### config.mk
export PLATFORM = sky130hd
export DESIGN_NAME = gas_burner_sequence_controller_unit
export DESIGN_NICKNAME = d
export VERILOG_FILES = /design/src/design/gbsc_pkg.sv /design/src/design/gbsc_cfg.sv /design/src/design/gbsc_seq.sv /design/src/design/gas_burner_sequence_controller_unit.sv
export SDC_FILE = /design/constraint.sdc
export NUM_CORES = 1
export LEC_CHECK = 0
export ABC_CLOCK_PERIOD_IN_PS = 3850
export BUFFER_PORTS_ARGS = -buffer_cell sky130_fd_sc_hd__buf_4
export CAP_MARGIN = 10
export CORE_MARGIN = 5
export CORE_UTILIZATION = 25
export CTS_CLUSTER_SIZE = 40
export DETAILED_ROUTE_END_ITERATION = 6
export SYNTH_ARGS = -nofsm -noshare
export SYNTH_HDL_FRONTEND = slang
export SYNTH_HIERARCHICAL = 1
export SYNTH_SLANG_ARGS = --single-unit
### constraint.sdc
create_clock -name clk -period 3.85 [get_ports clk]
set_input_delay 0.385 -clock clk [delete_from_list [all_inputs] [get_ports clk]]
set_output_delay 0.385 -clock clk [all_outputs]
set_load 0.03 [all_outputs]
### src/design/gbsc_pkg.sv
`default_nettype none
// ----------------------------------------------------------------------------
// gbsc_pkg: gas burner sequence controller package
// Transaction types, configuration register layout and register indexes.
// ----------------------------------------------------------------------------
package gbsc_pkg;

  localparam int unsigned CFG_IDX_W  = 3;
  localparam int unsigned CFG_DATA_W = 16;

  localparam logic [CFG_IDX_W-1:0] REG_OVERHEAT_LIMIT   = 3'd0;
  localparam logic [CFG_IDX_W-1:0] REG_RELEASE_MARGIN   = 3'd1;
  localparam logic [CFG_IDX_W-1:0] REG_IGNITION_TRIES   = 3'd2;
  localparam logic [CFG_IDX_W-1:0] REG_SETTLE_TICKS     = 3'd3;
  localparam logic [CFG_IDX_W-1:0] REG_REGULATION_BAND  = 3'd4;

  localparam logic [11:0] RST_OVERHEAT_LIMIT  = 12'd800;
  localparam logic [11:0] RST_RELEASE_MARGIN  = 12'd50;
  localparam logic [3:0]  RST_IGNITION_TRIES  = 4'd3;
  localparam logic [15:0] RST_SETTLE_TICKS    = 16'd40;
  localparam logic [7:0]  RST_REGULATION_BAND = 8'd2;

  typedef struct packed {
    logic signed [12:0] temperature;
    logic               flame_present;
    logic               heat_request;
    logic [7:0]         setpoint;
  } in_item_t;

  typedef struct packed {
    logic [2:0] mode;
    logic       gas_solenoid_on;
    logic       main_valve_open;
  } out_item_t;

  typedef struct packed {
    logic [11:0] overheat_limit;
    logic [11:0] safety_release_margin;
    logic [3:0]  ignition_try_limit;
    logic [15:0] settle_ticks;
    logic [7:0]  regulation_band;
  } cfg_t;

endpackage
`default_nettype wire

### src/design/gbsc_cfg.sv
`default_nettype none
// ----------------------------------------------------------------------------
// gbsc_cfg: configuration registers
// Holds the five threshold and timing registers written through the port.
// ----------------------------------------------------------------------------
module gbsc_cfg (
  input  wire logic                             clk,
  input  wire logic                             rst_n,
  input  wire logic                             cfg_we,
  input  wire logic [gbsc_pkg::CFG_IDX_W-1:0]   cfg_index,
  input  wire logic [gbsc_pkg::CFG_DATA_W-1:0]  cfg_wdata,
  output gbsc_pkg::cfg_t                        cfg_o
);
  import gbsc_pkg::*;

  cfg_t cfg_r;

  always_ff @(posedge clk) begin
    if (!rst_n) begin
      cfg_r.overheat_limit        <= RST_OVERHEAT_LIMIT;
      cfg_r.safety_release_margin <= RST_RELEASE_MARGIN;
      cfg_r.ignition_try_limit    <= RST_IGNITION_TRIES;
      cfg_r.settle_ticks          <= RST_SETTLE_TICKS;
      cfg_r.regulation_band       <= RST_REGULATION_BAND;
    end else if (cfg_we) begin
      case (cfg_index)
        REG_OVERHEAT_LIMIT:  cfg_r.overheat_limit        <= cfg_wdata[11:0];
        REG_RELEASE_MARGIN:  cfg_r.safety_release_margin <= cfg_wdata[11:0];
        REG_IGNITION_TRIES:  cfg_r.ignition_try_limit    <= cfg_wdata[3:0];
        REG_SETTLE_TICKS:    cfg_r.settle_ticks          <= cfg_wdata[15:0];
        REG_REGULATION_BAND: cfg_r.regulation_band       <= cfg_wdata[7:0];
        default: ;
      endcase
    end
  end

  assign cfg_o = cfg_r;

endmodule
`default_nettype wire

### src/design/gbsc_seq.sv
`default_nettype none
// ----------------------------------------------------------------------------
// gbsc_seq: burner sequence state machine
// Six-state burner sequence with retry and settle counters and latched
// actuator levels; advances once per fired transaction.
// ----------------------------------------------------------------------------
module gbsc_seq (
  input  wire logic               clk,
  input  wire logic               rst_n,
  input  wire logic               fire,
  input  wire gbsc_pkg::in_item_t item,
  input  wire gbsc_pkg::cfg_t     cfg,
  output gbsc_pkg::out_item_t     result
);
  import gbsc_pkg::*;

  typedef enum logic [2:0] {
    ST_IDLE      = 3'd0,
    ST_IGNITION  = 3'd1,
    ST_SAFETY    = 3'd2,
    ST_HEATING   = 3'd3,
    ST_STABILIZE = 3'd4,
    ST_CLOSE     = 3'd5
  } state_t;

  state_t      state_r, state_nxt;
  logic [3:0]  att_r, att_nxt;
  logic [15:0] cnt_r, cnt_nxt;
  logic        sol_r, sol_nxt;
  logic        valve_r, valve_nxt;

  logic signed [13:0] temp_x;
  logic signed [13:0] limit_x;
  logic signed [13:0] release_x;
  logic signed [13:0] sp_lo;
  logic signed [13:0] sp_hi;
  logic [3:0]         att_inc;

  assign temp_x    = {item.temperature[12], item.temperature};
  assign limit_x   = $signed({2'b00, cfg.overheat_limit});
  assign release_x = limit_x - $signed({2'b00, cfg.safety_release_margin});
  assign sp_lo     = $signed({6'b0, item.setpoint}) - $signed({6'b0, cfg.regulation_band});
  assign sp_hi     = $signed({6'b0, item.setpoint}) + $signed({6'b0, cfg.regulation_band});
  assign att_inc   = (att_r != 4'hF) ? att_r + 4'd1 : att_r;

  always_comb begin
    state_nxt = state_r;
    att_nxt   = att_r;
    cnt_nxt   = cnt_r;
    sol_nxt   = sol_r;
    valve_nxt = valve_r;
    case (state_r)
      ST_IDLE: begin
        sol_nxt   = 1'b0;
        valve_nxt = 1'b0;
        if (item.heat_request && (temp_x < limit_x)) begin
          state_nxt = ST_IGNITION;
          att_nxt   = 4'd0;
        end else if (temp_x > limit_x) begin
          state_nxt = ST_SAFETY;
        end
      end
      ST_IGNITION: begin
        sol_nxt = 1'b1;
        if (item.flame_present) begin
          valve_nxt = 1'b1;
          state_nxt = ST_STABILIZE;
          cnt_nxt   = 16'd0;
        end else begin
          att_nxt = att_inc;
          if (att_inc >= cfg.ignition_try_limit) begin
            state_nxt = ST_CLOSE;
          end
        end
      end
      ST_HEATING: begin
        if (temp_x < sp_lo) begin
          valve_nxt = 1'b1;
        end else if (temp_x > sp_hi) begin
          valve_nxt = 1'b0;
          state_nxt = ST_STABILIZE;
        end
        if (!item.heat_request || !item.flame_present) begin
          state_nxt = ST_CLOSE;
        end
      end
      ST_STABILIZE: begin
        if (cnt_r > cfg.settle_ticks) begin
          state_nxt = ST_HEATING;
        end
        if (cnt_r != 16'hFFFF) begin
          cnt_nxt = cnt_r + 16'd1;
        end
        if (!item.heat_request) begin
          state_nxt = ST_CLOSE;
        end
      end
      ST_SAFETY: begin
        sol_nxt   = 1'b0;
        valve_nxt = 1'b0;
        if (temp_x < release_x) begin
          state_nxt = ST_IDLE;
        end
      end
      default: begin
        sol_nxt   = 1'b0;
        valve_nxt = 1'b0;
        state_nxt = ST_IDLE;
      end
    endcase
  end

  always_ff @(posedge clk) begin
    if (!rst_n) begin
      state_r <= ST_IDLE;
      att_r   <= 4'd0;
      cnt_r   <= 16'd0;
      sol_r   <= 1'b0;
      valve_r <= 1'b0;
    end else if (fire) begin
      state_r <= state_nxt;
      att_r   <= att_nxt;
      cnt_r   <= cnt_nxt;
      sol_r   <= sol_nxt;
      valve_r <= valve_nxt;
    end
  end

  assign result.mode            = state_nxt;
  assign result.gas_solenoid_on = sol_nxt;
  assign result.main_valve_open = valve_nxt;

endmodule
`default_nettype wire

### src/design/gas_burner_sequence_controller_unit.sv
`default_nettype none
// ----------------------------------------------------------------------------
// gas_burner_sequence_controller_unit: gas burner sequence controller
// Each input transaction is one control tick; each tick yields one result
// transaction with the new sequence state and the actuator levels.
// ----------------------------------------------------------------------------
// A tick is taken every clock cycle unless the result side stalls. A tick
// passes an input register, then the state machine update and a result
// register, from which its result is offered. The state update of the sequence
// machine sets this rate. Stall on the result side holds the result register
// and then the input register; the user must write configuration only while
// no tick is in flight, which the block itself does not enforce.
module gas_burner_sequence_controller_unit (
  input  wire logic                             clk,
  input  wire logic                             rst_n,
  input  wire logic                             in_valid,
  output logic                                  in_stall,
  input  wire gbsc_pkg::in_item_t               in_data,
  output logic                                  out_valid,
  input  wire logic                             out_stall,
  output gbsc_pkg::out_item_t                   out_data,
  input  wire logic                             cfg_we,
  input  wire logic [gbsc_pkg::CFG_IDX_W-1:0]   cfg_index,
  input  wire logic [gbsc_pkg::CFG_DATA_W-1:0]  cfg_wdata
);
  import gbsc_pkg::*;

  cfg_t      cfg;
  in_item_t  in_data_r;
  logic      in_valid_r;
  out_item_t out_data_r;
  logic      out_valid_r;
  out_item_t result;
  logic      advance;
  logic      fire;

  assign advance  = !out_valid_r || !out_stall;
  assign fire     = in_valid_r && advance;
  assign in_stall = in_valid_r && !advance;

  gbsc_cfg u_cfg (
    .clk       (clk),
    .rst_n     (rst_n),
    .cfg_we    (cfg_we),
    .cfg_index (cfg_index),
    .cfg_wdata (cfg_wdata),
    .cfg_o     (cfg)
  );

  gbsc_seq u_seq (
    .clk    (clk),
    .rst_n  (rst_n),
    .fire   (fire),
    .item   (in_data_r),
    .cfg    (cfg),
    .result (result)
  );

  always_ff @(posedge clk) begin
    if (!rst_n) begin
      in_valid_r  <= 1'b0;
      out_valid_r <= 1'b0;
    end else begin
      if (!in_stall) begin
        in_valid_r <= in_valid;
      end
      if (advance) begin
        out_valid_r <= in_valid_r;
      end
    end
  end

  always_ff @(posedge clk) begin
    if (in_valid && !in_stall) begin
      in_data_r <= in_data;
    end
    if (fire) begin
      out_data_r <= result;
    end
  end

  assign out_valid = out_valid_r;
  assign out_data  = out_data_r;

endmodule
`default_nettype wire
Word level (Yosys, flattened, before mapping)
Cells that the tools add are included.
{"block": "totals", "ff_bits": 107, "in_bits": 47, "output_inout_bits": 7, "elab_cells": 92}
{"block": "op_classes", "n_addsub": 5, "order_cmp": 7, "eq_ne": 14, "mux": 23, "n_reduce_logical": 24}
{"op": "$mux W16", "n": 2}
{"op": "$pmux W16 S2", "n": 1}
{"op": "$mux W3", "n": 10}
{"op": "$lt A13 B13 Y1", "n": 2}
{"op": "$add A16 B1 Y16 const B", "n": 1}
{"op": "$gt A16 B16 Y1", "n": 1}
{"op": "$ne A16 B16 Y1 const B", "n": 1}
{"op": "$pmux W3 S5", "n": 1}
{"op": "$gt A13 B10 Y1", "n": 1}
{"op": "$gt A13 B13 Y1", "n": 1}
{"op": "$lt A13 B9 Y1", "n": 1}
{"op": "$sub A12 B12 Y13", "n": 1}
{"op": "$eq A3 B2 Y1 const B", "n": 4}
{"op": "$mux W4", "n": 3}
{"op": "$reduce_and A2 Y1", "n": 5}
{"op": "$add A8 B8 Y9", "n": 1}
{"op": "$sub A8 B8 Y9", "n": 1}
{"op": "$pmux W4 S2", "n": 1}
{"op": "$reduce_and A4 Y1", "n": 2}
{"op": "$eq A3 B1 Y1 const B", "n": 2}
{"op": "$eq A3 B3 Y1 const B", "n": 2}
{"op": "$logic_not A1 Y1", "n": 6}
{"op": "$logic_not A3 Y1", "n": 2}
{"op": "$add A4 B1 Y4 const B", "n": 1}
{"op": "11 further kinds", "n": 20}

Depth between registers and ports, before layout
Gate-level depths: netlist of run 1.
{"block": "depth", "word_depth": 6, "depth_mapped": 20, "ltp_nobuf": 19}

By module
The synthesis of run 1 kept the hierarchy.
{"module": "gbsc_seq", "instances": 1, "cells_each": 528, "area_each_um2": 4066.4}
{"module": "gbsc_cfg", "instances": 1, "cells_each": 200, "area_each_um2": 2026.9}
{"module": "gas_burner_sequence_controller_unit", "instances": 1, "cells_each": 36, "area_each_um2": 924.6}

Worst setup path before layout of run 1
Ideal clock, no wire load.
{"block": "synth_timing", "kind": "register to register", "startpoint": "reg in_data_r[0] (netlist bit)", "endpoint": "reg out_data_r (netlist bit out_data[2]) (data pin)", "setup_time_ps": 266, "arrival_time_ps": 3238, "t_required_ps": 3584, "path_slack_ps": 346, "stages_incl_launch_ff": 20, "synth_period_minus_slack_ps": 3504, "path_cell_list": "edfxtp_1 inv_1 ha_1 inv_1 fa_1 a21oi_1 nor2_1 nor2_1 o21bai_1 a21oi_1 o21bai_1 a21o_1 ha_1 nand3_1 nor3_1 o21ai_0 a32oi_1 nand2_1 a2111oi_4 nand2_1"}
{"item": "start, declared", "line_no": "gas_burner_sequence_controller_unit.sv:29", "source": "in_item_t in_data_r;"}
{"item": "start signal, assigned", "line_no": "gas_burner_sequence_controller_unit.sv:75", "source": "in_data_r <= in_data;"}
{"item": "end signal, assigned", "line_no": "gas_burner_sequence_controller_unit.sv:78", "source": "out_data_r <= result;"}
{"item": "end, declared", "line_no": "gas_burner_sequence_controller_unit.sv:31", "source": "out_item_t out_data_r;"}

==> results of run 1 <==
[worst reg2reg max path, delay by kind of cell, from the launching register on]
kind                     cells  cell delay (ps)
buffers and inverters        4              390
AO/OA/AOI/OAI                8             1360
adder cells (fa/ha/maj)      3              820
AND/OR/NAND/NOR              6              620
flip-flops                   1              390
[how the worst max path moves through the flow]
stage	from	end	slack (ps)	cells past startpoint
4_1_cts	in_data_r[0]	out_data[2]	20	19
2_1_floorplan	in_data_r[0]	out_data[2]	350	19
6_report	in_data_r[0]	out_data[0]	120	21
5_1_grt	in_data_r[0]	out_data[2]	-80	19
3_3_place_gp	in_data_r[0]	out_data[2]	70	19
3_5_place_dp	in_data_r[0]	out_data[2]	-50	19
[where the power goes]
part | switching (mW) | internal (mW) | leakage (nW)
clock network | 0.457 | 0.517 | 0.148
registers | 0.0385 | 1.19 | 0.912
logic | 0.243 | 0.209 | 2.39
[area by class of cell]
| cell class | instances | area [µm²] |
|---|---|---|
| clock buffers | 9 | 225 |
| multi-input cells | 558 | 4370 |
| inverters | 74 | 278 |
| repair buffers | 67 | 503 |
| fillers | 2940 | 19400 |
| flip-flops and latches | 107 | 2420 |
| well taps | 378 | 473 |
| clock inverters | 7 | 86.3 |
[cells in the final DEF, fill, tap and decap left out, types with 26 or more instances in the layout]
cell type	synthesis	layout
edfxtp_1	28	28
inv_1	74	73
xnor2_1	26	26
nor2_1	39	36
buf_4	4	67
nand2_1	87	86
dfxtp_1	79	79
mux2i_1	57	57
ha_1	95	89
a21oi_1	47	42
[routing by layer]
layer	track usage, %	vias to the layer above	share of wire (%)
met5	0	-	0
met4	2.13	0	0.83
met3	2.13	10	3.6
met2	17.4	63	46
met1	15.3	2550	50
li1	-	2779	-
[state kept, by name, summed over array words and instances (netlist names)]
register,cells
out_data,5
u_seq/att_r,4
u_seq/cnt_r,16
u_seq/state_r,3
out_valid,1
in_valid_r,1
u_cfg/cfg_o,52
in_data_r,23
u_seq/valve_r,1
u_seq/sol_r,1
[metrics by stage]
step | hold slack (ps) | util (%)
detailed placement | 450 | 28.2
CTS | 189 | 29.4
floorplan | 435 | -
finish | 202 | 30.1
global route | 184 | 30.1
global placement | 445 | 28.2
[kinds of logic (layout without fill, tap and decap cells)]
group | after synthesis | count (layout) | share of synthesized area (%)
and+or+nand+nor | 239 | 239 | 17.5
AOI/OAI and AO/OA | 128 | 128 | 11.9
DFF | 107 | 107 | 34.5
buffers and inverters | 99 | 157 | 5.60
adders and majority gates | 98 | 98 | 17.8
muxes | 59 | 59 | 8.45
xor gates and xnor gates | 34 | 34 | 4.24
[repair_timing]
item / CTS / global route
gates resized for setup: 2 / 31
setup endpoints to repair: 1 / 8
endpoints found under the hold margin: 0 / 0
pin swaps: 2 / 19
setup buffers: 1 / 6
==> out/qor.txt, run 1 <==
run status = complete, no violations
initial antenna violation count = 0
top cells by area in the synthesized netlist = dfxtp_1 (23%), ha_1 (17%), edfxtp_1 (12%), mux2i_1 (8.1%), nand2_1 (4.7%)
crit-path max FO = 5
fin. max-slew vios = 0
DIE AREA = 0.0315 mm²
Layout Cell Area excl Fill = 0.00836 mm²
endpoints failing hold = 0
Die X = 178 µm
Yosys top cell area share = 22.5%
drt wl/cell = 14.2 µm
maximum vdd drop = 162 µV
period utilisation layout = 96.9%
R2R Path Start = in_data_r[0]
routed wire length = 17000 µm
Period minus WS final = 3730 ps
Crit path max-delay family = compound AO/OA/AOI/OAI gates
clk_skew = 13.0 ps
Ys Warns = 6
setup tns final = 0 ps
Clock Sinks = 107
R2R cell count = 21
Min-Delay Endpoint = in_data_r[13]
maxcap violations = 0
largest net degree at the start of global routing = 73
WHS Path Cells = 1
syn avg cell area = 9.19 µm²
Synth Cell Area = 0.00702 mm²
worst reg-to-reg setup slack = 120 ps
crit-path cells = inv_1 -> ha_2 -> inv_2 -> fa_2 -> a21oi_2 -> nor2_1 -> nor2_2 -> o21bai_1 -> a21oi_2 -> o21bai_1 -> a21o_4 -> ha_4 -> a21oi_1 -> nor2b_1 -> o311ai_2 -> a32oi_2 -> buf_4 -> buf_4 -> nor2_2 -> nor3_2 -> nor2_1
Final nets = 962
pre-CTS WS = -51.7 ps
CP Capture Type = flip-flop
Max Root-Sink Buffers = 2
Routed Antenna Nets = 0
Placed Area = 0.00784 mm²
Synth Net Count = 909
Slowest-stage cell, CP = edfxtp_1
share of cells above drive strength 1 = 15.8%
CP Buf/Inv Count = 4
global route overflow = 0
IO Port Bufs = 53
R2R Path End = out_data[0]
# rows = 61
Leak = 3.45 nW
top cells by count, synth = ha_1 (95), nand2_1 (87), dfxtp_1 (79)
Arr. time, crit path = 3940 ps
critical path type = reg2reg
Tot Pwr = 2.65 mW
Initial Util = 25.3%
Hold Startpoint = in_data[13]
Yosys reg bits = 107
Min-Delay Path Class = in2reg
Yosys top cell by area = dfxtp_1
worst setup margin = 120 ps
Cell Count, Final, Fillers Out = 1200
most used flip-flop cell after synthesis = dfxtp_1
vias in the first global route = 5316
Final HPWL DP = 13100 µm
CTS clock-pin slew for the worst setup and hold paths = 80 ps
dpl cells = 1177
clk_lat worst skew = 360 ps
sequential-to-total area share from yosys stat = 34.5%
height of the die = 178 µm
GRT Total Usage = 10.9%
pwr/cell area = 318 mW/mm²
Synth cell types = 63
# hold bufs at CTS = 0
CTS tree = built
f_max = 268 MHz
asr flop ratio synth = 0%
Worst-Margin Slew = 943 ps
Mapped Cells = 764
Vias = 5402
DRC Markers = 0
CTS Buf Count = 9
gpl congestion = 0.840
first-pass GRT wire length = 27500 µm
Ports = 54
CP required = 4060 ps
# setup viols final = 0
area delta synth->final = 19.1%
vias per cell = 4.50
number of flops mapped to enable cells by yosys = 28
initial DRC count = 209
diodes inserted = 0
Core Region = 0.0278 mm²
Crit path largest cell delay = 390 ps
TritonRoute pass-1 iters = 4
root buf cell = clkbuf_16
RSZ-0062 raised after global routing = true
crit start category = flip-flop
CTS H-Tree Depth = 3
Slew headroom = 36.2%
most frequent cell after synthesis = ha_1
Note: power is estimated with default switching activity, not from simulation.
==> run 2, diff against run 1 <==
--- a/config.mk
+++ b/config.mk
@@ -10,8 +10,10 @@
 export CAP_MARGIN = 10
 export CORE_MARGIN = 5
 export CORE_UTILIZATION = 25
+export CTS_BUF_LIST = sky130_fd_sc_hd__clkbuf_16
 export CTS_CLUSTER_SIZE = 40
 export DETAILED_ROUTE_END_ITERATION = 6
+export SETUP_SLACK_MARGIN = 0.1
 export SYNTH_ARGS = -nofsm -noshare
 export SYNTH_HDL_FRONTEND = slang
 export SYNTH_HIERARCHICAL = 1
==> constraint.sdc (replaced) <==
create_clock -name clk -period 3.85 [get_ports clk]
set_input_delay 0.1925 -clock clk [delete_from_list [all_inputs] [get_ports clk]]
set_output_delay 0.1925 -clock clk [all_outputs]
set_load 0.03 [all_outputs]
==> out/qor.txt, run 2 (synthesis gave the netlist of run 1 again) <==
Layout Cell Area excl Fill = 0.00841 mm²
post-layout util = 30.3%
DR top layer = met4
wl on met1 = 8560 µm
Leak = 3.48 nW
Routed met2 length = 7820 µm
Crit. path cell count = 19
R2R Path Start = in_data_r[0]
diodes inserted = 0
power share of the sequential group = 46.2%
fin. max-slew vios = 0
Max Root-Sink Buffers = 2
Sw Pwr = 0.741 mW
Ports = 54
CP required = 3950 ps
crit start category = flip-flop
root buf cell = clkbuf_16
TritonRoute pass-1 iters = 4
clk_skew = 12.3 ps
# setup viols final = 0
Cell Count, Final, Fillers Out = 1205
Routed Antenna Nets = 0
area delta synth->final = 19.8%
critical path type = reg2reg
WHS Path Cells = 1
CP Buf/Inv Count = 2
CP dominant cell by count = a21oi_2
P_int = 1.92 mW
clk_lat worst skew = 350 ps
period utilisation layout = 94.5%
Placed Area = 0.00784 mm²
Min-Delay Path Class = in2reg
Arr. time, crit path = 3740 ps
height of the die = 178 µm
most common cell after layout, fill and taps aside = ha_1
crit-path max FO = 5
Period minus WS final = 3640 ps
DIE AREA = 0.0315 mm²
maximum vdd drop = 162 µV
R2R cell count = 19
run status = complete, no violations
number of flip-flops in the largest register = 52
crit-path cells = inv_1 -> ha_2 -> inv_2 -> fa_2 -> a21oi_2 -> nor2_1 -> nor2_1 -> o21bai_1 -> a21oi_2 -> o21bai_1 -> a21o_2 -> ha_4 -> a21oi_2 -> nor2b_1 -> o311ai_2 -> a32oi_2 -> nand2_2 -> a2111oi_4 -> nand2_1
initial DRC count = 246
clock share of power = 36.5%
dpl cells = 1177
CTS tree = built
IO Port Bufs = 53
hold_ws = 13.5 ps
GRT Total Usage = 10.9%
pwr/cell area = 316 mW/mm²
Initial Util = 25.3%
Die X = 178 µm
maxcap violations = 0
drt wl/cell = 14.2 µm
RSZ-0062 raised after global routing = true
Final HPWL DP = 13100 µm
Final nets = 967
logic gate share of total power = 17.3%
switching share of total power = 27.8%
vias per cell = 4.51
Slowest-stage cell, CP = edfxtp_1
CP Capture Type = flip-flop
initial antenna violation count = 0
first-pass GRT wire length = 27500 µm
routed wl met3 = 611 µm
f_max = 275 MHz
share of cells above drive strength 1 = 15.7%
DRC Markers = 0
Hold Startpoint = in_data[1]
Vias = 5434
Crit path max-delay family = compound AO/OA/AOI/OAI gates
CTS H-Tree Depth = 3
endpoints failing hold = 0
pre-CTS WS = -51.7 ps
CTS Buf Count = 9
Core Region = 0.0278 mm²
vias in the first global route = 5333
Worst-Margin Slew = 950 ps
gpl congestion = 0.840
Slew headroom = 36.2%
worst setup margin = 210 ps
Clock Sinks = 107
most frequent cells in the layout = ha_1 (91), nand2_1 (86), dfxtp_1 (79)
global route overflow = 0
routed wire length = 17100 µm
crit path launch = in_data_r[0]
largest net degree at the start of global routing = 73
Crit path largest cell delay = 390 ps
CTS clock-pin slew for the worst setup and hold paths = 80 ps
# rows = 61
[run 2: cell count changes in the layout (fill, tap and decap cells not counted), sizes merged]
cell,change
dlygate4sd3,+5
[run 2: layout make-up]
| cell class | count | area (µm²) |
|---|---|---|
| sequential | 107 | 2420 |
| tap | 378 | 473 |
| clock buffer | 9 | 225 |
| fill | 2937 | 19400 |
| clock inverter | 7 | 86.3 |
| timing repair buffer | 72 | 553 |
| multi-input combinational | 558 | 4370 |
| inverter | 74 | 278 |
[run 2: per-stage QoR]
stage                     setup TNS (ps)  total power [mW]
final                                  0              2.66
after global routing               -24.9              2.81
after CTS                              0              2.66
after detailed placement           -51.7              1.66
after global placement                 0              1.65
after floorplan                        0              1.52
[run 2: worst register-to-register path, stage by stage (launching register included)]
cell and delay (ps):
edfxtp_1 390, inv_1 70, ha_2 180, inv_2 40, fa_2 360, a21oi_2 130, nor2_1 50, nor2_1 130
o21bai_1 110, a21oi_2 150, o21bai_1 70, a21o_2 270, ha_4 310, a21oi_2 50, nor2b_1 150, o311ai_2 120
a32oi_2 250, nand2_2 110, a2111oi_4 360, nand2_1 80
[run 2: power groups by stage]
stage	combinational [mW]	clock, mW	sequential, mW
floorplan	0.279	0	1.25
global placement	0.400	0	1.25
detailed placement	0.407	0	1.25
CTS	0.419	1.01	1.23
global route	0.517	1.06	1.24
finish	0.459	0.971	1.23
[run 2: repair_timing]
item                       CTS  global route
hold endpoints to repair     3             2
hold buffers                 3             2
cloned                       0             0
setup buffers                2             6
gates resized for setup      3            34
setup endpoints to repair    6             8
pin swaps                    4            10
[run 2: worst paths after layout]
check                    endpoint  slack [ps]
setup / recovery      out_data[2]         210
hold reg to reg   u_cfg/cfg_o[21]         460
setup reg to reg      out_data[2]         210
hold / removal       in_data_r[1]          10
[run 2: metal layers]
layer / vias to the layer above / GRT usage, %
li1: 2794 / -
met1: 2556 / 15.4
met2: 73 / 17.4
met3: 11 / 2.19
met4: 0 / 2.13
met5: - / 0
